<file path="src/rtl/timer_deadline_min_heap_core_macros.svh">
// assertion helpers
`ifndef TIMER_DEADLINE_MIN_HEAP_CORE_MACROS_SVH
`define TIMER_DEADLINE_MIN_HEAP_CORE_MACROS_SVH
`define TDMH_ASSERT(label, cond, msg) \
   label: assert property (@(posedge clock) disable iff (reset) (cond)) else $error(msg);
`define TDMH_ASSERT_NEXT(label, pre, post, msg) \
   label: assert property (@(posedge clock) disable iff (reset) (pre) |=> (post)) else $error(msg);
`endif

</file>
<file path="src/rtl/tdmh_pkg.sv">
`timescale 1ns / 1ps
`default_nettype none
package tdmh_pkg;
   typedef enum logic [1:0] {
      OP_INSERT = 2'd0,
      OP_REMOVE = 2'd1,
      OP_PEEK   = 2'd2,
      OP_EXPIRE = 2'd3
   } op_type;

   typedef enum logic [1:0] {
      ST_OK    = 2'd0,
      ST_FULL  = 2'd1,
      ST_NOID  = 2'd2,
      ST_EMPTY = 2'd3
   } status_type;

   typedef enum logic [3:0] {
      S_IDLE,
      S_FIND,
      S_DROP,
      S_CHKFULL,
      S_PLACE,
      S_SHIFTUP,
      S_WRNEW,
      S_PEEK,
      S_EXPSCAN,
      S_EXPEMIT,
      S_COMPACT,
      S_RESP
   } state_type;
endpackage
`default_nettype wire

</file>
<file path="src/rtl/tdmh_store.sv">
`timescale 1ns / 1ps
`default_nettype none
module tdmh_store
   import tdmh_pkg::*;
#(
   parameter int DEPTH      = 32,
   parameter int ID_WIDTH   = 8,
   parameter int TIME_WIDTH = 32,
   localparam int AW        = $clog2(DEPTH)
) (
   input  wire logic                  clock,
   input  wire logic                  wr_en,
   input  wire logic [AW-1:0]         wr_addr,
   input  wire logic [ID_WIDTH-1:0]   wr_id,
   input  wire logic [TIME_WIDTH-1:0] wr_dl,
   input  wire logic [AW-1:0]         rd_addr,
   output logic      [ID_WIDTH-1:0]   rd_id,
   output logic      [TIME_WIDTH-1:0] rd_dl
);
   logic [ID_WIDTH+TIME_WIDTH-1:0] mem [DEPTH];
   logic [ID_WIDTH+TIME_WIDTH-1:0] rd_ff;

   always_ff @(posedge clock) begin
      if (wr_en) begin
         mem[wr_addr] <= {wr_id, wr_dl};
      end
      rd_ff <= mem[rd_addr];
   end

   assign rd_id = rd_ff[ID_WIDTH+TIME_WIDTH-1:TIME_WIDTH];
   assign rd_dl = rd_ff[TIME_WIDTH-1:0];
endmodule
`default_nettype wire

</file>
<file path="src/rtl/timer_deadline_min_heap_core.sv">
`timescale 1ns / 1ps
`default_nettype none
// channel  dir  fields (lsb first)
// req_     in   tdata: operation, event_id, deadline, now_time
// rsp_     out  tdata: entry_valid, entry_id, entry_deadline, status, occupancy; tlast: last
// One sorted store in a RAM with one registered read port, earliest at slot 0.
// Insert/remove: linear scan for the id, then shifts; insert then scans for its place,
// shifts the tail up and writes the new entry. Peek: reads slot 0. Expire: scan, then one word
// per due entry (each waits until the previous word is taken on rsp_), then compaction.
// Reset clears the state, count and pending flags; the RAM needs no clearing. A stall on rsp_ holds the word.
module timer_deadline_min_heap_core
   import tdmh_pkg::*;
#(
   parameter int DEPTH      = 32,
   parameter int ID_WIDTH   = 8,
   parameter int TIME_WIDTH = 32
) (
   input  wire logic        clock,
   input  wire logic        reset,
   input  wire logic        req_tvalid,
   output logic             req_tready,
   input  wire logic [79:0] req_tdata,  // operation, event_id, deadline, now_time
   output logic             rsp_tvalid,
   input  wire logic        rsp_tready,
   output logic [55:0]      rsp_tdata,  // entry_valid, entry_id, entry_deadline, status,
                                        // occupancy
   output logic             rsp_tlast
);
`include "timer_deadline_min_heap_core_macros.svh"
   localparam int AW = $clog2(DEPTH);
   localparam int CW = $clog2(DEPTH + 1);

   state_type state_ff, state_in;
   logic [CW-1:0] cnt_ff, cnt_in;
   logic [CW-1:0] idx_ff, idx_in;
   logic [CW-1:0] due_ff, due_in;
   op_type op_ff, op_in;
   logic [ID_WIDTH-1:0] id_ff, id_in;
   logic [TIME_WIDTH-1:0] dl_ff, dl_in, now_ff, now_in;
   logic rv_ff, rv_in, rlast_ff, rlast_in, rent_ff, rent_in;
   logic [7:0] rid_ff, rid_in;
   logic [31:0] rdl_ff, rdl_in;
   status_type rst_ff, rst_in;
   logic [5:0] rocc_ff, rocc_in;
   logic pend_ff, pend_in;

   logic wr_en;
   logic [AW-1:0] wr_addr, rd_addr;
   logic [ID_WIDTH-1:0] wr_id, rd_id;
   logic [TIME_WIDTH-1:0] wr_dl, rd_dl;

   tdmh_store #(.DEPTH(DEPTH), .ID_WIDTH(ID_WIDTH), .TIME_WIDTH(TIME_WIDTH)) u_store (
      .clock(clock), .wr_en(wr_en), .wr_addr(wr_addr), .wr_id(wr_id), .wr_dl(wr_dl),
      .rd_addr(rd_addr), .rd_id(rd_id), .rd_dl(rd_dl)
   );

   always_ff @(posedge clock) begin
      if (reset) begin
         state_ff <= S_IDLE;
         cnt_ff   <= '0;
         rv_ff    <= 1'b0;
         pend_ff  <= 1'b0;
      end else begin
         state_ff <= state_in;
         cnt_ff   <= cnt_in;
         rv_ff    <= rv_in;
         pend_ff  <= pend_in;
      end
      idx_ff <= idx_in; due_ff <= due_in; op_ff <= op_in; id_ff <= id_in;
      dl_ff <= dl_in; now_ff <= now_in; rlast_ff <= rlast_in; rent_ff <= rent_in;
      rid_ff <= rid_in; rdl_ff <= rdl_in; rst_ff <= rst_in; rocc_ff <= rocc_in;
   end

   assign req_tready = (state_ff == S_IDLE) && !rv_ff;
   assign rsp_tvalid = rv_ff;
   assign rsp_tlast  = rlast_ff;
   assign rsp_tdata  = {7'd0, rocc_ff, rst_ff, rdl_ff, rid_ff, rent_ff};

   // pend_ff: the read issued last cycle is now valid on rd_*
   always_comb begin
      state_in = state_ff; cnt_in = cnt_ff; idx_in = idx_ff; due_in = due_ff;
      op_in = op_ff; id_in = id_ff; dl_in = dl_ff; now_in = now_ff;
      rv_in = rv_ff; rlast_in = rlast_ff; rent_in = rent_ff; rid_in = rid_ff;
      rdl_in = rdl_ff; rst_in = rst_ff; rocc_in = rocc_ff; pend_in = 1'b0;
      wr_en = 1'b0; wr_addr = '0; wr_id = '0; wr_dl = '0; rd_addr = idx_ff[AW-1:0];
      if (rv_ff && rsp_tready) rv_in = 1'b0;
      unique case (state_ff)
         S_IDLE: begin
            if (req_tvalid && req_tready) begin
               op_in  = op_type'(req_tdata[1:0]);
               id_in  = req_tdata[2 +: ID_WIDTH];
               dl_in  = TIME_WIDTH'(req_tdata[10 +: 32]);
               now_in = TIME_WIDTH'(req_tdata[42 +: 32]);
               idx_in = '0;
               unique case (op_type'(req_tdata[1:0]))
                  OP_INSERT, OP_REMOVE: state_in = S_FIND;
                  OP_PEEK:              state_in = S_PEEK;
                  default:              state_in = S_EXPSCAN;
               endcase
            end
         end
         S_FIND: begin
            if (!pend_ff) begin
               if (idx_ff >= cnt_ff) begin
                  if (op_ff == OP_REMOVE) begin
                     rst_in = ST_NOID; state_in = S_RESP;
                  end else begin
                     state_in = S_CHKFULL;
                  end
               end else begin
                  pend_in = 1'b1;
               end
            end else if (rd_id == id_ff) begin
               state_in = S_DROP;
            end else begin
               idx_in = idx_ff + 1'b1;
            end
         end
         S_DROP: begin
            // move idx+1 down to idx
            if (!pend_ff) begin
               if (CW'(idx_ff + 1'b1) >= cnt_ff) begin
                  cnt_in = cnt_ff - 1'b1;
                  if (op_ff == OP_REMOVE) begin
                     rst_in = ST_OK; state_in = S_RESP;
                  end else begin
                     state_in = S_CHKFULL;
                  end
               end else begin
                  rd_addr = AW'(idx_ff + 1'b1);
                  pend_in = 1'b1;
               end
            end else begin
               wr_en = 1'b1; wr_addr = idx_ff[AW-1:0]; wr_id = rd_id; wr_dl = rd_dl;
               idx_in = idx_ff + 1'b1;
            end
         end
         S_CHKFULL: begin
            if (cnt_ff == CW'(DEPTH)) begin
               rst_in = ST_FULL; state_in = S_RESP;
            end else begin
               idx_in = '0; state_in = S_PLACE;
            end
         end
         S_PLACE: begin
            if (!pend_ff) begin
               if (idx_ff >= cnt_ff) begin
                  due_in = idx_ff; idx_in = cnt_ff; state_in = S_SHIFTUP;
               end else begin
                  pend_in = 1'b1;
               end
            end else if (rd_dl <= dl_ff) begin
               idx_in = idx_ff + 1'b1;
            end else begin
               due_in = idx_ff; idx_in = cnt_ff; state_in = S_SHIFTUP;
            end
         end
         S_SHIFTUP: begin
            // idx_ff = destination, move idx-1 up, down to insert point due_ff
            if (!pend_ff) begin
               if (idx_ff <= due_ff) begin
                  state_in = S_WRNEW;
               end else begin
                  rd_addr = AW'(idx_ff - 1'b1);
                  pend_in = 1'b1;
               end
            end else begin
               wr_en = 1'b1; wr_addr = idx_ff[AW-1:0]; wr_id = rd_id; wr_dl = rd_dl;
               idx_in = idx_ff - 1'b1;
            end
         end
         S_WRNEW: begin
            wr_en = 1'b1; wr_addr = due_ff[AW-1:0]; wr_id = id_ff; wr_dl = dl_ff;
            cnt_in = cnt_ff + 1'b1; rst_in = ST_OK; state_in = S_RESP;
         end
         S_PEEK: begin
            if (cnt_ff == '0) begin
               rst_in = ST_EMPTY; state_in = S_RESP;
            end else if (!pend_ff) begin
               rd_addr = '0; pend_in = 1'b1;
            end else begin
               rst_in = ST_OK; rent_in = 1'b1; state_in = S_RESP;
               rid_in = 8'(rd_id); rdl_in = 32'(rd_dl);
            end
         end
         S_EXPSCAN: begin
            if (!pend_ff) begin
               if (idx_ff >= cnt_ff) begin
                  due_in = idx_ff; idx_in = '0;
                  state_in = (idx_ff == '0) ? S_RESP : S_EXPEMIT;
                  rst_in = ST_EMPTY;
               end else begin
                  pend_in = 1'b1;
               end
            end else if (rd_dl <= now_ff) begin
               idx_in = idx_ff + 1'b1;
            end else begin
               due_in = idx_ff; idx_in = '0;
               state_in = (idx_ff == '0) ? S_RESP : S_EXPEMIT;
               rst_in = ST_EMPTY;
            end
         end
         S_EXPEMIT: begin
            if (!pend_ff) begin
               if (!rv_ff) pend_in = 1'b1;
               else pend_in = 1'b0;
            end else begin
               rv_in = 1'b1; rent_in = 1'b1; rst_in = ST_OK;
               rid_in = 8'(rd_id); rdl_in = 32'(rd_dl);
               rocc_in = 6'(cnt_ff - due_ff);
               rlast_in = (CW'(idx_ff + 1'b1) == due_ff);
               idx_in = idx_ff + 1'b1;
               if (CW'(idx_ff + 1'b1) == due_ff) begin
                  idx_in = '0; state_in = S_COMPACT;
               end
            end
         end
         S_COMPACT: begin
            // move idx+due down to idx
            if (!pend_ff) begin
               if (CW'(idx_ff + due_ff) >= cnt_ff) begin
                  cnt_in = cnt_ff - due_ff; state_in = S_IDLE;
               end else begin
                  rd_addr = AW'(idx_ff + due_ff);
                  pend_in = 1'b1;
               end
            end else begin
               wr_en = 1'b1; wr_addr = idx_ff[AW-1:0]; wr_id = rd_id; wr_dl = rd_dl;
               idx_in = idx_ff + 1'b1;
            end
         end
         S_RESP: begin
            if (!rv_ff) begin
               rv_in = 1'b1; rlast_in = 1'b1;
               rocc_in = 6'(cnt_ff);
               if (!(state_ff == S_RESP && rent_ff && rst_ff == ST_OK)) begin
                  rent_in = 1'b0; rid_in = '0; rdl_in = '0;
               end
               state_in = S_IDLE;
            end
         end
         default: state_in = S_IDLE;
      endcase
      // entry fields only survive into S_RESP from peek
      if (state_ff != S_PEEK && state_ff != S_EXPEMIT && state_in == S_RESP) begin
         rent_in = 1'b0;
      end
   end

   `TDMH_ASSERT(a_cnt_range, cnt_ff <= CW'(DEPTH), "entry count above depth")
   `TDMH_ASSERT(a_busy_ready, !(req_tready && state_ff != S_IDLE), "ready while busy")
   `TDMH_ASSERT_NEXT(a_hold, rsp_tvalid && !rsp_tready, rsp_tvalid && $stable(rsp_tdata),
      "result changed under stall")
endmodule
`default_nettype wire

</file>
<file path="config.mk">
export PLATFORM = sky130hd
export DESIGN_NAME = timer_deadline_min_heap_core
export DESIGN_NICKNAME = d
export VERILOG_FILES = /design/src/rtl/tdmh_pkg.sv /design/src/rtl/tdmh_store.sv /design/src/rtl/timer_deadline_min_heap_core.sv
export VERILOG_INCLUDE_DIRS = /design/src /design/src/rtl
export SDC_FILE = /design/constraint.sdc
export NUM_CORES = 2
export LEC_CHECK = 0
export ABC_CLOCK_PERIOD_IN_PS = 12600
export BUFFER_PORTS_ARGS = -buffer_cell sky130_fd_sc_hd__clkbuf_2
export CORE_MARGIN = 5
export CORE_UTILIZATION = 29
export DETAILED_ROUTE_END_ITERATION = 8
export HOLD_SLACK_MARGIN = 0.05
export REMOVE_ABC_BUFFERS = 1
export SYNTH_ARGS = -nofsm -noshare
export SYNTH_HDL_FRONTEND = slang
export SYNTH_SLANG_ARGS = --single-unit
</file>
<file path="constraint.sdc">
create_clock -name clock -period 12.6 [get_ports clock]
set_input_delay 1.26 -clock clock [delete_from_list [all_inputs] [get_ports clock]]
set_output_delay 1.26 -clock clock [all_outputs]
set_load 0.01 [all_outputs]
</file>
[Yosys cells after proc, flatten, opt, wreduce, memory -nomap -nowiden]
Memories as Yosys holds them, arrays and structs flattened. A register that Yosys moved wholly into a read port is not among the register bits.
Index checks and enable logic that the tools add are counted.
Word-level totals
  flip-flop bits (word level): 148
  RAM bits: 1280
  bits of input ports: 84
  output and inout bits: 59
  memories: 1
  word-level logic and storage cells: 223
Cells by class
  eq/ne operators: 43
  reductions and logical operators: 30
  multiplexer cells: 121
  add/sub/neg operators: 6
  order comparisons: 6
Memories
  u_store.mem: depth 32, bits a word 40, read ports 1, clocked after Yosys merged registers in 1, write ports 1, line tdmh_store.sv:20  | logic [ID_WIDTH+TIME_WIDTH-1:0] mem [DEPTH];
Operator list (number)
  $mux W32: 5
  $mux W6: 25
  $pmux W32 S3: 1
  $mux W4: 23
  $le A32 B32 Y1: 2
  $pmux W32 S2: 1
  $pmux W4 S12: 1
  $pmux W6 S8: 1
  $mux W5: 8
  $mux W8: 5
  $ne A2 B2 Y1 const B: 17
  $mux W2: 13
  $mux W1: 24
  $pmux W6 S2: 2
  $pmux W8 S3: 1
  $eq A4 B4 Y1 const B: 5
  $pmux W5 S4: 1
  $reduce_and A10 Y1: 2
  $ge A6 B6 Y1: 3
  $pmux W6 S3: 1
  $eq A4 B3 Y1 const B: 4
  $pmux W8 S2: 1
  $pmux W2 S7: 1
  $add A6 B1 Y6 const B: 2
  35 further kinds: 57

[Longest topological paths before layout]
  depth in word-level cells: 7
  mapped depth: 22
  gate-level depth less buffers: 19

[Hierarchy]
A second synthesis with hierarchy kept.
Second synthesis, totals
  cell total of the unflattened synthesis: 3819
  area, all modules: 60650.7 um2
By module, submodules not included
  tdmh_store: area an instance 50564.7 um2, instances 1, cells an instance 2813, seq. area each 39237.6 um2
  timer_deadline_min_heap_core: area an instance 10085.9 um2, instances 1, cells an instance 1006, seq. area each 4314.1 um2

[Worst setup path before layout]
No wires, ideal clock.
  kind: register to register
  start point: register due_ff[1]
  end point: register u_store.rd_ff[0], read port of u_store.mem
  arrival time: 4.096 ns
  clock period less this slack: 4.156 ns
  setup time: 0.060 ns
  stages on the path, launching flop included: 22
  path slack: 8.444 ns
  data required time: 12.540 ns
  path buffers: 2
  path through: edfxtp_1 inv_1 ha_1 o21bai_1 a21oi_1 nor2_1 nor2_1 nor2_1 nor2_1 xor2_1 ha_1 o21a_1 a211oi_1 o21ai_1 o21ai_1 a21oi_1 o31ai_2 buf_2 clkbuf_1 a211oi_1 o41ai_1 o2111a_1
Between the ends
  longest elaborated chain between the ends: 5
  elaborated cells between the ends (all ways): 8
  classes of those cells: 1 x add/sub; 2 x order compare; 5 x mux
RTL lines
  from (decl): line timer_deadline_min_heap_core.sv:36  | logic [CW-1:0] due_ff, due_in;
  from (signal assigned): line timer_deadline_min_heap_core.sv:69  | idx_ff <= idx_in; due_ff <= due_in; op_ff <= op_in; id_ff <= id_in;
  $add A6 B6 Y6: line timer_deadline_min_heap_core.sv:224  | rd_addr = AW'(idx_ff + due_ff);
  $ge A6 B6 Y1: line timer_deadline_min_heap_core.sv:221  | if (CW'(idx_ff + due_ff) >= cnt_ff) begin
  $mux W5: line timer_deadline_min_heap_core.sv:221
  $mux W5: line timer_deadline_min_heap_core.sv:220  | if (!pend_ff) begin
  $pmux W5 S4 (*): line timer_deadline_min_heap_core.sv:87  | unique case (state_ff)
  to (decl): line tdmh_store.sv:21  | logic [ID_WIDTH+TIME_WIDTH-1:0] rd_ff;
Mark *: on every way between the ends. The rest lies on a longest branch, timed or not.
A chain may end at the register's enable or synchronous reset.

[Worst setup path in the final report]
  start point: register idx_ff[0]
  end point: register u_store.rd_ff[39], read port of u_store.mem
Between the ends
  longest elaborated chain between the ends: 5
  elaborated cells between the ends (all ways): 15
  classes of those cells: 3 x add/sub; 3 x order compare; 9 x mux
RTL lines
  from (decl): line timer_deadline_min_heap_core.sv:35  | logic [CW-1:0] idx_ff, idx_in;
  from (signal assigned): line timer_deadline_min_heap_core.sv:69
  $add A6 B6 Y6 or $add A6 B1 Y6 (tied branches): line timer_deadline_min_heap_core.sv:224, timer_deadline_min_heap_core.sv:122
  $ge A6 B6 Y1, on equally long branches: line timer_deadline_min_heap_core.sv:221, timer_deadline_min_heap_core.sv:122
  $mux W5, on equally long branches: line timer_deadline_min_heap_core.sv:221, timer_deadline_min_heap_core.sv:122
  $mux W5, on equally long branches: line timer_deadline_min_heap_core.sv:220, timer_deadline_min_heap_core.sv:121
  $pmux W5 S4 (*): line timer_deadline_min_heap_core.sv:87
Marks and branches as above.

==> metrics <==
status finished clean; initial cell density of the core slightly below 30%; total wire length 196,000 um; Avg WL per Cell 27.3 um; H-tree levels 4; NetSw 6.46 mW; Sw Ratio 38.6%; Final Cell Area 0.0705 mm2; Layout Nets between 4,000 and 5,000; Required @ worst endpoint about 13 ns; pre-CTS setup slack 5.47 ns; average vias per placed instance 5.46; Post-Syn Area per Cell 14.8 um2; Max Slew Vio Count 0; CTS resizes 0; Die Wd 471 um; Netlist Area Pre-Place between 0.06 and 0.07 mm2; DRC 0; detailed placement HPWL about 99,000 um; CTS Sinks 1,468; fin crit share 59.5%; IO buf count about 130; largest net degree at the start of global routing 260; fmax 133 MHz; worst setup path category flop to flop; Final ANT Viol Nets 0; crit path launch idx_ff[0]; share of cells above drive strength 1 approximately an eighth; top fanout value on the critical path 259; Max-Cap Viols 0; initial antenna violation count 7; row count 169; sequential share of the synthesized area 70.6%; first-pass GRT wire length between 200,000 and 300,000 um; CP Launch Type flop; Synth Warn # 0; Rel. slew slack about 14%; Yosys cell types 72; CP max stage delay 0.79 ns; measured slew at the worst slew-check pin 1.28 ns; overall power 16.7 mW; Clk pin slew, worst setup/hold paths 0.07 ns; Hold Vio Cnt, Final 0; Overflow after GRT 0; Post-synth ARST share 0%; root buffer cell clkbuf_16; Worst Path Arrival 8.20 ns; Starting DRT DRC Count approximately 4,900; Fin Hold WS 0.601 ns; fillers 20,400; die height 471 um; Static Leak about 22 nW; ys flop type edfxtp_1; Buf/Inv on CP 3; synthesis-stage register bit count 1,468; CTS buffer count 152; Longest Clk Path Bufs 3; Post-synth EDFFs 1,415; Hold Path Origin rdl_ff[20]; iteration count of the initial detailed-routing pass 9; GP Congestion 0.843; Clk pwr share 26.5%; CP Cell Sequence ha_1 -> inv_1 -> fa_1 -> o21bai_1 -> a21oi_1 -> xor2_1 -> ha_1 -> o21a_1 -> a211oi_1 -> o21ai_1 -> o21ai_1 -> a21o_4 -> buf_12 -> buf_12 -> and3_1 -> a211oi_1 -> o41ai_1 -> o2111a_1; setup violators final 0; number of top-level pins ~140; TritonCTS clock tree built; sequential power share 35.5%; core area 0.212 mm2; Overall Global Routing Usage ~17%; class of the tightest hold or removal check flop to flop; latest clock arrival within the worst-skew pair 0.80 ns; Setup Buffers After CTS 0; RSZ-0062 raised after global routing no; family with the most delay on the worst path compound AO/OA/AOI/OAI gates; Worst path slowest cell edfxtp_1; Gate power share 38.0%; Tmin final roughly 7.5 ns; Post-DP Area 0.0656 mm2; VDD IR max 0.000270 V; routed vias 39,100; pwr/cell area 238 mW/mm2; CP Capture Type flop; Cell Int Power 10.3 mW; Post-CTS Hold Fix Bufs 0; Cells after Synth 4,170; Post-Route Setup TNS 0 ns; area growth from synthesis to layout 14.2%; R2R Path Start idx_ff[0]; Setup WS post-layout roughly 5 ns; Die ar. about 0.22 mm2; vias in the first global route about 38,000; skew final about 0.039 ns
## worst min-delay path, delay by kind of cell, from the launching register on
family           cells  cell delay, ns
AND/OR/NAND/NOR      1            0.08
multiplexers         1            0.07
flip-flops           1            0.34
## synth_stat cells, drive strengths merged (42+ instances only)
cell type  instances  area share, %
nor4              49           0.50
ha               104            2.1
o41ai            120            2.2
clkbuf           226            1.4
nand3             44           0.36
nand2             59           0.39
dfxtp             53            1.7
buf              122            1.1
o21ai             68           0.56
a211oi           653            7.9
inv               93           0.57
and3             644            6.5
a21oi             60           0.49
mux2i             42           0.68
edfxtp          1415             69
nor2             134           0.81
## final cells by class
type / instances / area, um2 / area share, %
sequential: 1468 / 43600 / 61.8
multi-input combinational: 2266 / 16700 / 23.6
clock buffer: 205 / 4230 / 6.00
tap: 2821 / 3530 / 5.01
timing repair buffer: 232 / 1490 / 2.12
clock inverter: 77 / 634 / 0.900
inverter: 94 / 355 / 0.504
antenna: 2 / 5.00 / 0.00710
## power groups by stage
stage          Clock [mW]  Combinational (mW)  Sequential, mW
5_1_grt              4.71                6.81            5.96
3_5_place_dp            0                6.30            6.05
2_1_floorplan           0                4.36            5.87
4_1_cts              4.49                6.33            5.95
3_3_place_gp            0                6.25            6.05
6_report             4.43                6.36            5.95
## through the flow
step / util [%] / std cells
floorplan: - / 3828
global placement: 31.0 / 6881
detailed placement: 31.0 / 6881
CTS: 33.3 / 7163
global route: 33.3 / 7164
finish: 33.3 / 7165
## kinds of logic (layout without fill, tap and decap cells)
| logic type | after synthesis | after routing | share of synthesized area [%] |
|---|---|---|---|
| buffers and inverters | 442 | 608 | 3.08 |
| XOR/XNOR | 35 | 35 | 0.497 |
| flip-flops | 1468 | 1468 | 70.6 |
| AND/OR/NAND/NOR | 1004 | 1004 | 9.35 |
| AO/OA/AOI/OAI | 1071 | 1071 | 13.6 |
| multiplexers | 42 | 42 | 0.681 |
| other | 1 | 9 | 0.00608 |
| adder cells (fa/ha/maj) | 107 | 107 | 2.21 |
## state kept, by name, summed over array words and instances, names as in the netlist
| register | count |
|---|---|
| idx_ff | 6 |
| rid_ff | 8 |
| state_ff | 4 |
| rocc_ff | 6 |
| id_ff | 8 |
| rsp_tvalid | 1 |
| rent_ff | 1 |
| due_ff | 6 |
| u_store.mem | 1280 |
| now_ff | 32 |
| rst_ff | 2 |
| op_ff | 2 |
| rdl_ff | 32 |
| cnt_ff | 6 |
| pend_ff | 1 |
| dl_ff | 32 |
| u_store.rd_ff | 40 |
| rsp_tlast | 1 |
## layer usage
metal / part of all wire (%) / vias to the layer above / global-route usage, % / routed length [um]
met4: 4.7 / 0 / 7.30 / 9230
met3: 7.6 / 293 / 2.95 / 14900
met1: 41 / 20100 / 22.5 / 80200
li1: - / 17000 / - / -
met2: 47 / 1769 / 26.9 / 91200
met5: 0 / - / 0 / 0
## worst paths after layout
path / cells past startpoint / end / slack (ns)
hold reg to reg: 2 / rdl_ff[20] / 0.60
setup reg to reg: 18 / u_store.rd_ff[39] / 5.11
hold / removal: 2 / rdl_ff[20] / 0.60
setup / recovery: 18 / u_store.rd_ff[39] / 5.11
## cells in the final DEF (no fill, tap or decap), drive strengths merged, types with 5 or more instances in the layout
cell and instances:
edfxtp 1415, a211oi 653, and3 644, clkbuf 334, nor2 134, o41ai 120, ha 104, buf 103
inv 100, o21ai 68, a21oi 60, nand2 59, clkinv 59, dfxtp 53, nor4 49, nand3 44
mux2i 42, o2111a 40, a21o 35, xor2 19, nand4 18, xnor2 16, nor2b 16, o21a 15
nor3 13, nand2b 10, a22o 8, bufinv 8, o211ai 7, conb 7, o22ai 6, a21boi 6
o21bai 5, or2 5, a31oi 5
Note: power is estimated with default switching activity, not from simulation.
